===== src/hw/rtl/dpi_pkg.sv =====
package dpi_pkg;

	// cordic datapath widths
	localparam int CW     = 24;   // x and y of the rotating vector, Q1.20 with headroom
	localparam int ZW     = 26;   // residual angle, Q3.20 with headroom
	localparam int ITER_W = 5;    // iteration index
	localparam int MAX_ITER = 24; // most cordic iterations run; the arctangent table is zero past index 20

	// angle constants, Q3.20
	localparam logic signed [ZW-1:0] ANG_PI      = 26'sd3294199;
	localparam logic signed [ZW-1:0] ANG_NEG_PI  = -26'sd3294199;
	localparam logic signed [ZW-1:0] ANG_TWO_PI  = 26'sd6588398;
	localparam logic signed [ZW-1:0] ANG_HALF_PI = 26'sd1647099;
	localparam logic signed [ZW-1:0] ANG_NEG_HALF_PI = -26'sd1647099;

	// cordic start magnitude, Q1.20
	localparam logic signed [CW-1:0] CORDIC_K = 24'sd636751;

	// cosine and sine of the current heading
	typedef struct packed {
		logic signed [CW-1:0] c;
		logic signed [CW-1:0] s;
	} sincos_t;

	// arctangent of 2^-i, Q3.20
	function automatic logic signed [ZW-1:0] atan_q20(input logic [ITER_W-1:0] i);
		logic signed [ZW-1:0] a;
		unique case (i)
			5'd0:  a = 26'sd823550;
			5'd1:  a = 26'sd486170;
			5'd2:  a = 26'sd256879;
			5'd3:  a = 26'sd130396;
			5'd4:  a = 26'sd65451;
			5'd5:  a = 26'sd32757;
			5'd6:  a = 26'sd16383;
			5'd7:  a = 26'sd8192;
			5'd8:  a = 26'sd4096;
			5'd9:  a = 26'sd2048;
			5'd10: a = 26'sd1024;
			5'd11: a = 26'sd512;
			5'd12: a = 26'sd256;
			5'd13: a = 26'sd128;
			5'd14: a = 26'sd64;
			5'd15: a = 26'sd32;
			5'd16: a = 26'sd16;
			5'd17: a = 26'sd8;
			5'd18: a = 26'sd4;
			5'd19: a = 26'sd2;
			5'd20: a = 26'sd1;
			default: a = '0;
		endcase
		return a;
	endfunction

endpackage


===== src/hw/rtl/dpi_cordic.sv =====
module dpi_cordic #(
	parameter int ITERATIONS = 16
) (
	input  logic                        clk,
	input  logic                        arst_n,
	input  logic                        start,
	input  logic signed [23:0]          angle,
	output logic                        done,
	output dpi_pkg::sincos_t            result
);
	import dpi_pkg::*;

	localparam int RUN = (ITERATIONS < MAX_ITER) ? ITERATIONS : MAX_ITER;
	localparam logic [ITER_W-1:0] LAST = ITER_W'(RUN - 1);

	logic                    busy_q;
	logic                    done_q;
	logic [ITER_W-1:0]       iter_q;
	logic signed [CW-1:0]    x_q;
	logic signed [CW-1:0]    y_q;
	logic signed [ZW-1:0]    z_q;
	logic                    flip_q;

	logic signed [ZW-1:0]    h0;
	logic signed [ZW-1:0]    h1;
	logic signed [ZW-1:0]    z0;
	logic                    flip0;
	logic signed [CW-1:0]    dx;
	logic signed [CW-1:0]    dy;
	logic signed [ZW-1:0]    atan;

	// fold the heading into [-pi, pi], then into [-pi/2, pi/2] with a flip
	always_comb begin
		h0 = {{(ZW-24){angle[23]}}, angle};
		h1 = h0;
		if (h0 > ANG_PI) begin
			h1 = h0 - ANG_TWO_PI;
		end else if (h0 < ANG_NEG_PI) begin
			h1 = h0 + ANG_TWO_PI;
		end
		z0    = h1;
		flip0 = 1'b0;
		if (h1 > ANG_HALF_PI) begin
			z0    = h1 - ANG_PI;
			flip0 = 1'b1;
		end else if (h1 < ANG_NEG_HALF_PI) begin
			z0    = h1 + ANG_PI;
			flip0 = 1'b1;
		end
	end

	// one micro-rotation per cycle
	assign dx   = y_q >>> iter_q;
	assign dy   = x_q >>> iter_q;
	assign atan = atan_q20(iter_q);

	// sequencer
	always_ff @(posedge clk or negedge arst_n) begin
		if (!arst_n) begin
			busy_q <= 1'b0;
			done_q <= 1'b0;
			iter_q <= '0;
		end else begin
			done_q <= 1'b0;
			if (start) begin
				busy_q <= 1'b1;
				iter_q <= '0;
			end else if (busy_q) begin
				if (iter_q == LAST) begin
					busy_q <= 1'b0;
					done_q <= 1'b1;
				end else begin
					iter_q <= iter_q + 1'b1;
				end
			end
		end
	end

	// vector and residual angle
	always_ff @(posedge clk) begin
		if (start) begin
			x_q    <= CORDIC_K;
			y_q    <= '0;
			z_q    <= z0;
			flip_q <= flip0;
		end else if (busy_q) begin
			if (!z_q[ZW-1]) begin
				x_q <= x_q - dx;
				y_q <= y_q + dy;
				z_q <= z_q - atan;
			end else begin
				x_q <= x_q + dx;
				y_q <= y_q - dy;
				z_q <= z_q + atan;
			end
		end
	end

	// undo the half-turn fold
	assign result.c = flip_q ? -x_q : x_q;
	assign result.s = flip_q ? -y_q : y_q;
	assign done     = done_q;

endmodule


===== src/hw/rtl/differential_drive_pose_integrator.sv =====
// Differential-drive pose integrator, one Euler odometry step per beat.
// Input channel: cmd_left / cmd_right (signed Q4.12 wheel speeds) with
// in_valid / in_stall. Output channel: pos_x, pos_y (Q16.16, saturating)
// and heading (Q3.20) with out_valid / out_stall.
// Each input beat advances the stored pose with the wheel speeds of the
// previous beat, then stores the new commands clamped to +-max_wheel_speed.
// Datapath: sin/cos of the heading comes from an iterative cordic, one
// micro-rotation per cycle, followed by nine steps on one shared 18x25
// multiply-accumulate unit. in_stall is high while the block works, from
// an accepted beat until its result is loaded into the output register,
// so no new beat is taken before the previous one is through.
// A finished result sits in the output register; if out_stall holds it,
// the next beat is still taken, but its result waits until the held one
// is gone. Configuration is a plain write port (cfg_we, cfg_index, cfg_data);
// the user must use it only while the block is idle; the block does not enforce this.
// Reset puts the pose and stored speeds to zero and the registers to
// time_step 655, axis_reciprocal 65536, max_wheel_speed 4096.
module differential_drive_pose_integrator #(
	parameter int CORDIC_ITERATIONS = 16
) (
	input  logic                clk,
	input  logic                arst_n,
	input  logic                in_valid,
	output logic                in_stall,
	input  logic signed [15:0]  cmd_left,
	input  logic signed [15:0]  cmd_right,
	output logic                out_valid,
	input  logic                out_stall,
	output logic signed [31:0]  pos_x,
	output logic signed [31:0]  pos_y,
	output logic signed [23:0]  heading,
	input  logic                cfg_we,
	input  logic [1:0]          cfg_index,
	input  logic [23:0]         cfg_data
);
	import dpi_pkg::*;

	typedef enum logic [3:0] {
		ST_IDLE = 4'b0001,
		ST_ROT  = 4'b0010,
		ST_MUL  = 4'b0100,
		ST_DONE = 4'b1000
	} state_t;

	// register indexes
	localparam logic [1:0] REG_TIME_STEP = 2'd0;
	localparam logic [1:0] REG_AXIS_RECIP = 2'd1;
	localparam logic [1:0] REG_MAX_SPEED = 2'd2;

	// multiply-accumulate steps
	localparam logic [3:0] MS_DIST  = 4'd0;
	localparam logic [3:0] MS_TURN  = 4'd1;
	localparam logic [3:0] MS_XLO   = 4'd2;
	localparam logic [3:0] MS_XHI   = 4'd3;
	localparam logic [3:0] MS_YLO   = 4'd4;
	localparam logic [3:0] MS_YHI   = 4'd5;
	localparam logic [3:0] MS_HLO   = 4'd6;
	localparam logic [3:0] MS_HHI   = 4'd7;
	localparam logic [3:0] MS_HEAD  = 4'd8;

	localparam logic signed [57:0] RND_XY   = 58'sd4294967296;
	localparam logic signed [57:0] RND_HEAD = 58'sd8388608;

	state_t               state_q;
	logic [3:0]           step_q;

	logic [15:0]          time_step_q;
	logic [23:0]          axis_recip_q;
	logic [14:0]          max_speed_q;

	logic signed [31:0]   x_q;
	logic signed [31:0]   y_q;
	logic signed [23:0]   head_q;
	logic signed [15:0]   left_q;
	logic signed [15:0]   right_q;
	logic signed [15:0]   new_left_q;
	logic signed [15:0]   new_right_q;

	logic signed [CW-1:0] c_q;
	logic signed [CW-1:0] s_q;
	logic signed [32:0]   dist_q;
	logic signed [32:0]   t1_q;
	logic signed [57:0]   acc_q;

	logic                 out_valid_q;
	logic signed [31:0]   pos_x_q;
	logic signed [31:0]   pos_y_q;
	logic signed [23:0]   heading_q;

	logic                 in_take;
	logic                 load_out;
	logic                 cor_done;
	sincos_t              cor_res;

	logic signed [16:0]   sum;
	logic signed [16:0]   diff;
	logic signed [17:0]   a_op;
	logic signed [24:0]   b_op;
	logic signed [42:0]   prod;
	logic signed [57:0]   prod_ext;

	logic signed [57:0]   rnd_xy;
	logic signed [24:0]   dpos;
	logic signed [33:0]   pos_sum;
	logic signed [31:0]   pos_new;
	logic signed [57:0]   rnd_head;
	logic signed [33:0]   turn;
	logic signed [34:0]   h_sum;
	logic signed [34:0]   h_fold;
	logic signed [23:0]   head_new;

	function automatic logic signed [15:0] clamp_speed(
		input logic signed [15:0] v,
		input logic [14:0]        m
	);
		logic signed [16:0] vv;
		logic signed [16:0] mp;
		logic signed [16:0] mn;
		logic signed [15:0] r;
		vv = {v[15], v};
		mp = {2'b00, m};
		mn = -mp;
		r  = v;
		if (vv > mp) begin
			r = mp[15:0];
		end else if (vv < mn) begin
			r = mn[15:0];
		end
		return r;
	endfunction

	// handshakes
	assign in_stall = (state_q != ST_IDLE);
	assign in_take  = in_valid && !in_stall;
	assign load_out = (state_q == ST_DONE) && (!out_valid_q || !out_stall);

	// sin and cos of the stored heading
	dpi_cordic #(
		.ITERATIONS (CORDIC_ITERATIONS)
	) u_cordic (
		.clk    (clk),
		.arst_n (arst_n),
		.start  (in_take),
		.angle  (head_q),
		.done   (cor_done),
		.result (cor_res)
	);

	// shared multiplier operand select
	assign sum  = {right_q[15], right_q} + {left_q[15], left_q};
	assign diff = {right_q[15], right_q} - {left_q[15], left_q};

	always_comb begin
		a_op = '0;
		b_op = '0;
		unique case (step_q)
			MS_DIST: begin
				a_op = {sum[16], sum};
				b_op = {9'd0, time_step_q};
			end
			MS_TURN: begin
				a_op = {diff[16], diff};
				b_op = {9'd0, time_step_q};
			end
			MS_XLO: begin
				a_op = {1'b0, dist_q[16:0]};
				b_op = {c_q[CW-1], c_q};
			end
			MS_XHI: begin
				a_op = {{2{dist_q[32]}}, dist_q[32:17]};
				b_op = {c_q[CW-1], c_q};
			end
			MS_YLO: begin
				a_op = {1'b0, dist_q[16:0]};
				b_op = {s_q[CW-1], s_q};
			end
			MS_YHI: begin
				a_op = {{2{dist_q[32]}}, dist_q[32:17]};
				b_op = {s_q[CW-1], s_q};
			end
			MS_HLO: begin
				a_op = {1'b0, t1_q[16:0]};
				b_op = {1'b0, axis_recip_q};
			end
			MS_HHI: begin
				a_op = {{2{t1_q[32]}}, t1_q[32:17]};
				b_op = {1'b0, axis_recip_q};
			end
			default: begin
				a_op = '0;
				b_op = '0;
			end
		endcase
	end

	assign prod     = a_op * b_op;
	assign prod_ext = {{15{prod[42]}}, prod};

	// position update: round, add, saturate (x at step YLO, y at step HLO)
	assign rnd_xy  = acc_q + RND_XY;
	assign dpos    = rnd_xy[57:33];
	assign pos_sum = ((step_q == MS_YLO) ? {{2{x_q[31]}}, x_q} : {{2{y_q[31]}}, y_q})
		+ {{9{dpos[24]}}, dpos};

	always_comb begin
		if (pos_sum > 34'sd2147483647) begin
			pos_new = 32'sh7FFFFFFF;
		end else if (pos_sum < -34'sd2147483648) begin
			pos_new = 32'sh80000000;
		end else begin
			pos_new = pos_sum[31:0];
		end
	end

	// heading update: round the turn, fold by 2*pi, saturate
	assign rnd_head = acc_q + RND_HEAD;
	assign turn     = rnd_head[57:24];
	assign h_sum    = {{11{head_q[23]}}, head_q} + {turn[33], turn};

	always_comb begin
		h_fold = h_sum;
		if (h_sum > 35'(ANG_TWO_PI)) begin
			h_fold = h_sum - 35'(ANG_TWO_PI);
		end else if (h_sum < -35'(ANG_TWO_PI)) begin
			h_fold = h_sum + 35'(ANG_TWO_PI);
		end
		if (h_fold > 35'sd8388607) begin
			head_new = 24'sh7FFFFF;
		end else if (h_fold < -35'sd8388608) begin
			head_new = 24'sh800000;
		end else begin
			head_new = h_fold[23:0];
		end
	end

	// configuration registers
	always_ff @(posedge clk or negedge arst_n) begin
		if (!arst_n) begin
			time_step_q  <= 16'd655;
			axis_recip_q <= 24'd65536;
			max_speed_q  <= 15'd4096;
		end else if (cfg_we) begin
			priority case (cfg_index)
				REG_TIME_STEP:  time_step_q  <= cfg_data[15:0];
				REG_AXIS_RECIP: axis_recip_q <= cfg_data;
				REG_MAX_SPEED:  max_speed_q  <= cfg_data[14:0];
				default: ;
			endcase
		end
	end

	// sequencer and pose state
	always_ff @(posedge clk or negedge arst_n) begin
		if (!arst_n) begin
			state_q <= ST_IDLE;
			step_q  <= '0;
			x_q     <= '0;
			y_q     <= '0;
			head_q  <= '0;
			left_q  <= '0;
			right_q <= '0;
		end else begin
			unique case (state_q)
				ST_IDLE: begin
					if (in_take) begin
						state_q <= ST_ROT;
					end
				end
				ST_ROT: begin
					if (cor_done) begin
						step_q  <= MS_DIST;
						state_q <= ST_MUL;
					end
				end
				ST_MUL: begin
					step_q <= step_q + 1'b1;
					if (step_q == MS_YLO) begin
						x_q <= pos_new;
					end
					if (step_q == MS_HLO) begin
						y_q <= pos_new;
					end
					if (step_q == MS_HEAD) begin
						head_q  <= head_new;
						left_q  <= new_left_q;
						right_q <= new_right_q;
						state_q <= ST_DONE;
					end
				end
				ST_DONE: begin
					if (load_out) begin
						state_q <= ST_IDLE;
					end
				end
				default: state_q <= ST_IDLE;
			endcase
		end
	end

	// datapath registers
	always_ff @(posedge clk) begin
		if (in_take) begin
			new_left_q  <= clamp_speed(cmd_left, max_speed_q);
			new_right_q <= clamp_speed(cmd_right, max_speed_q);
		end
		if (state_q == ST_ROT && cor_done) begin
			c_q <= cor_res.c;
			s_q <= cor_res.s;
		end
		if (state_q == ST_MUL) begin
			priority case (step_q)
				MS_DIST: dist_q <= prod[32:0];
				MS_TURN: t1_q   <= prod[32:0];
				MS_XLO, MS_YLO, MS_HLO: acc_q <= prod_ext;
				MS_XHI, MS_YHI, MS_HHI: acc_q <= acc_q + (prod_ext <<< 17);
				default: ;
			endcase
		end
	end

	// output register
	always_ff @(posedge clk or negedge arst_n) begin
		if (!arst_n) begin
			out_valid_q <= 1'b0;
		end else begin
			if (out_valid_q && !out_stall) begin
				out_valid_q <= 1'b0;
			end
			if (load_out) begin
				out_valid_q <= 1'b1;
			end
		end
	end

	always_ff @(posedge clk) begin
		if (load_out) begin
			pos_x_q   <= x_q;
			pos_y_q   <= y_q;
			heading_q <= head_q;
		end
	end

	assign out_valid = out_valid_q;
	assign pos_x     = pos_x_q;
	assign pos_y     = pos_y_q;
	assign heading   = heading_q;

	// checks
	a_take_starts_rot: assert property (@(posedge clk) disable iff (!arst_n)
		in_take |=> (state_q == ST_ROT))
		else $error("accepted beat did not start the rotation phase");

	a_cordic_done_in_rot: assert property (@(posedge clk) disable iff (!arst_n)
		cor_done |-> (state_q == ST_ROT))
		else $error("cordic finished outside the rotation phase");

	a_result_from_done: assert property (@(posedge clk) disable iff (!arst_n)
		$rose(out_valid_q) |-> $past(state_q == ST_DONE))
		else $error("result raised without a finished step");

endmodule

===== config.mk =====
export PLATFORM = sky130hd
export DESIGN_NAME = differential_drive_pose_integrator
export DESIGN_NICKNAME = d
export VERILOG_FILES = /design/src/hw/rtl/dpi_pkg.sv /design/src/hw/rtl/dpi_cordic.sv /design/src/hw/rtl/differential_drive_pose_integrator.sv
export SDC_FILE = /design/constraint.sdc
export NUM_CORES = 2
export LEC_CHECK = 0
export ABC_AREA = 1
export ABC_CLOCK_PERIOD_IN_PS = 14100
export BUFFER_PORTS_ARGS = -buffer_cell sky130_fd_sc_hd__buf_2
export CORE_ASPECT_RATIO = 0.5
export CORE_MARGIN = 3
export CORE_UTILIZATION = 66
export DETAILED_ROUTE_END_ITERATION = 8
export GPL_TIMING_DRIVEN = 0
export MAX_ROUTING_LAYER = met4
export PLACE_DENSITY = 0.84
export SYNTH_ARGS = -nofsm -noshare
export SYNTH_HDL_FRONTEND = slang
export SYNTH_HIERARCHICAL = 1
export SYNTH_SLANG_ARGS = --single-unit
export TNS_END_PERCENT = 100

===== constraint.sdc =====
create_clock -name clk -period 14.1 [get_ports clk]
set_clock_uncertainty 0.1 [all_clocks]
set_input_delay 2.82 -clock clk [delete_from_list [all_inputs] [get_ports clk]]
set_output_delay 2.82 -clock clk [all_outputs]
set_load 0.1 [all_outputs]

==> flow_summary.ini <==
[layout]
nNetsFinal = 9773
drive_above_1_share_pct = 6.57
area_delta_synth_final_pct = 7.18

[logic_synthesis]
synthCells = 8623
ys_ff_latch = 541
syn_area_um2 = 62400
synth-edff-count = 302
synthFlopType = edfxtp_1
synth-seq-area-share_pct = 23.7
netlist_top_cells_area = nand2_1 15%, edfxtp_1 15%, fa_1 14%
synth.avg_cell_area_um2 = 7.24
synthDistinctLibCells = 70
ys_warn_count = 6
postSynthNetCount = 9547
async_reset_ff_share_pct = 35.3
synth_top_area_cell = nand2_1
netlist.area_leader.share_pct = 15.0

[clock_tree]
cts_tree = built
holdBufCountCts = 0
cts_max_level = 2
post-cts-setup-buffers = 0
postCtsResizedCells = 0
clk_pin_slew_ns = 0.07
cts.sinks = 541
clk_latency_ns = 0.64
root_buffer = clkbuf_16
numCtsBuffers = 52
cts.path.max_buffers = 3

[critical_path]
crit_type = reg -> reg
worstPathArrival_ns = 13.86
crit_path_top_delay_cell = a221oi_1
cp_top_family = compound AO/OA/AOI/OAI gates
r2r_start = step_q[0]$_DFFE_PN0P_
crit_path_start_kind = flip-flop
reg2reg_setup_slack_ns = 0.48
r2r.worst_path.cells = 48
cp_num_buf_inv = 13
crit_path_frequent_cell = inv_1
slowest_delay_ns = 1.18
cp.depth = 48
required_ns = 14.33
critical_path_peak_fanout = 10
rr_endpoint = acc_q[57]$_DFFE_PP_
cp-startpoint = step_q[0]$_DFFE_PN0P_
endpoint_kind = flip-flop

[floorplan]
core_area_um2 = 93300
floorplan.die.height_um = 223
initial_core_util_pct = 66.9
die_w_um = 441
dieArea_um2 = 98500
ios = 153
rows = 79

[sta]
period_minus_slack_ns = 13.62
fmax_ghz = 0.0734
slew_headroom_pct = -6.65
setup_viol = 0
tns_ns = 0
final_max_slew_viol_count = 15
hold_viol = 0
rsz0062_at_grt = false
worstMarginPinSlew_ns = 1.60
fin_crit_sh_pct = 96.6

[global_route]
grt_usage_pct = 43.6
antenna_found_initial = 7
grt_remaining_overflow = 0
grt_pass1_vias = 57500
grt_first_pass_wirelength_um = 324000
grt_max_degree = 106

[detailed_routing]
dr.pass1.iters = 9
viasPerCell = 6.03
routedWlPerCell_um = 20.8
wl_met1_um = 83700
top_layer = met4
first_iter_violations = 7902
dr_wl_met2_um = 90400
drt-total-wl_um = 211000
postRouteAntennaNets = 0
drcViolationCount = 2
via_count = 61300
dr_wl_met3_um = 27000

[min_path]
worstHoldPathType = reg -> reg
hold_end = right_q[14]$_DFFE_PN0P_
hold_path_depth = 2
hp-start = new_right_q[14]$_DFFE_PP_

[placed_design]
hpwl_um = 171000
port_buffers = 152
globalplace.congestion = 1.04

[run_status]
status = finished with violations
violations = design-rule violations, max-slew violations

[run]
cap_violations = 0
worst register-to-register path: cells and delay by family, from the launching register on:
family                     cells  cell delay [ns]
adders and majority gates      9             3.65
buffers and inverters         13             2.57
DFF                            1             0.40
and+or+nand+nor                6             1.08
xor gates and xnor gates       3             1.05
AOI/OAI and AO/OA             17             4.45
synthesized netlist by cell type, drive strengths merged, types with 26 or more instances:
master and number:
a21oi 443, a221oi 33, a22o 31, a31oi 86, buf 80, clkbuf 173, dfrtp 182, dfxtp 48
edfxtp 302, fa 450, ha 411, inv 1324, nand2 2556, nand3 378, nand4 98, nor2 743
nor3 91, o211ai 55, o21ai 526, or2 26, xnor2 75, xor2 265
worst max path at each step:
stage	endpoint	slack, ns
floorplan	acc_q[57]$_DFFE_PP_	4.30
global placement	acc_q[57]$_DFFE_PP_	1.18
detailed placement	acc_q[57]$_DFFE_PP_	1.15
CTS	acc_q[57]$_DFFE_PP_	1.06
global route	acc_q[57]$_DFFE_PP_	0.13
finish	acc_q[57]$_DFFE_PP_	0.48
cell type report:
class	instances	area, um^2
well taps	1255	1570
multi-input cells	6481	41400
clock inverters	39	392
clock buffers	59	1370
plain buffers	253	1180
repair buffers	172	1040
fillers	7733	26400
flip-flops and latches	541	14800
inverters	1348	5060
diodes	7	17.5
registers in the layout, indices dropped and copies added, names as in the netlist, 26 cells and up:
register      count
u_cordic/z_q     26
y_q              32
pos_x            32
x_q              32
pos_y            32
dist_q           33
t1_q             33
acc_q            41
routing by layer:
metal  vias to the layer above  GRT usage, %
li1                      28100             -
met1                     28600          58.3
met2                      3860          63.7
met3                       654          11.0
met4                         0          17.0
met5                         -             -
per-stage QoR:
step | cell area [um^2] | instances | util [%] | hold WS [ns] | setup slack, ns
global placement | 64700 | 10000 | 69.4 | 0.329 | 1.18
finish | 66900 | 10200 | 71.7 | 0.347 | 0.480
detailed placement | 65100 | 10000 | 69.7 | 0.334 | 1.15
CTS | 66800 | 10100 | 71.6 | 0.350 | 1.06
global route | 66900 | 10200 | 71.7 | 0.369 | 0.126
floorplan | 62400 | 8623 | - | 0.325 | 4.30
layout by cell type (no fill, tap or decap), types with 75 or more instances in the layout:
| master | netlist | routed |
|---|---|---|
| xnor2_1 | 75 | 75 |
| edfxtp_1 | 302 | 302 |
| nor3_1 | 88 | 88 |
| xor2_1 | 265 | 265 |
| nor2_1 | 699 | 695 |
| ha_1 | 411 | 411 |
| inv_1 | 1289 | 1289 |
| o21ai_0 | 506 | 506 |
| dfrtp_1 | 182 | 182 |
| nand2_1 | 2490 | 2490 |
| clkbuf_1 | 173 | 177 |
| nand4_1 | 95 | 95 |
| a31oi_1 | 86 | 86 |
| a21oi_1 | 417 | 415 |
| nand3_1 | 366 | 366 |
| buf_2 | 34 | 185 |
| fa_1 | 450 | 450 |
cells by family (layout without fill, tap and decap cells):
logic type               after synthesis  count (layout)  synth area share, %
buffers and inverters               1601            1871                 10.0
XOR/XNOR                             340             340                 4.77
AND/OR/NAND/NOR                     3935            3935                 26.2
flip-flops                           541             541                 23.7
multiplexers                          29              29                0.489
AO/OA/AOI/OAI                       1316            1316                 12.2
adder cells (fa/ha/maj)              861             861                 22.7
other                                  0               7                    0
Power is not shown: default switching activity piles up to over one toggle a cycle in this logic, so the estimate is an artifact.
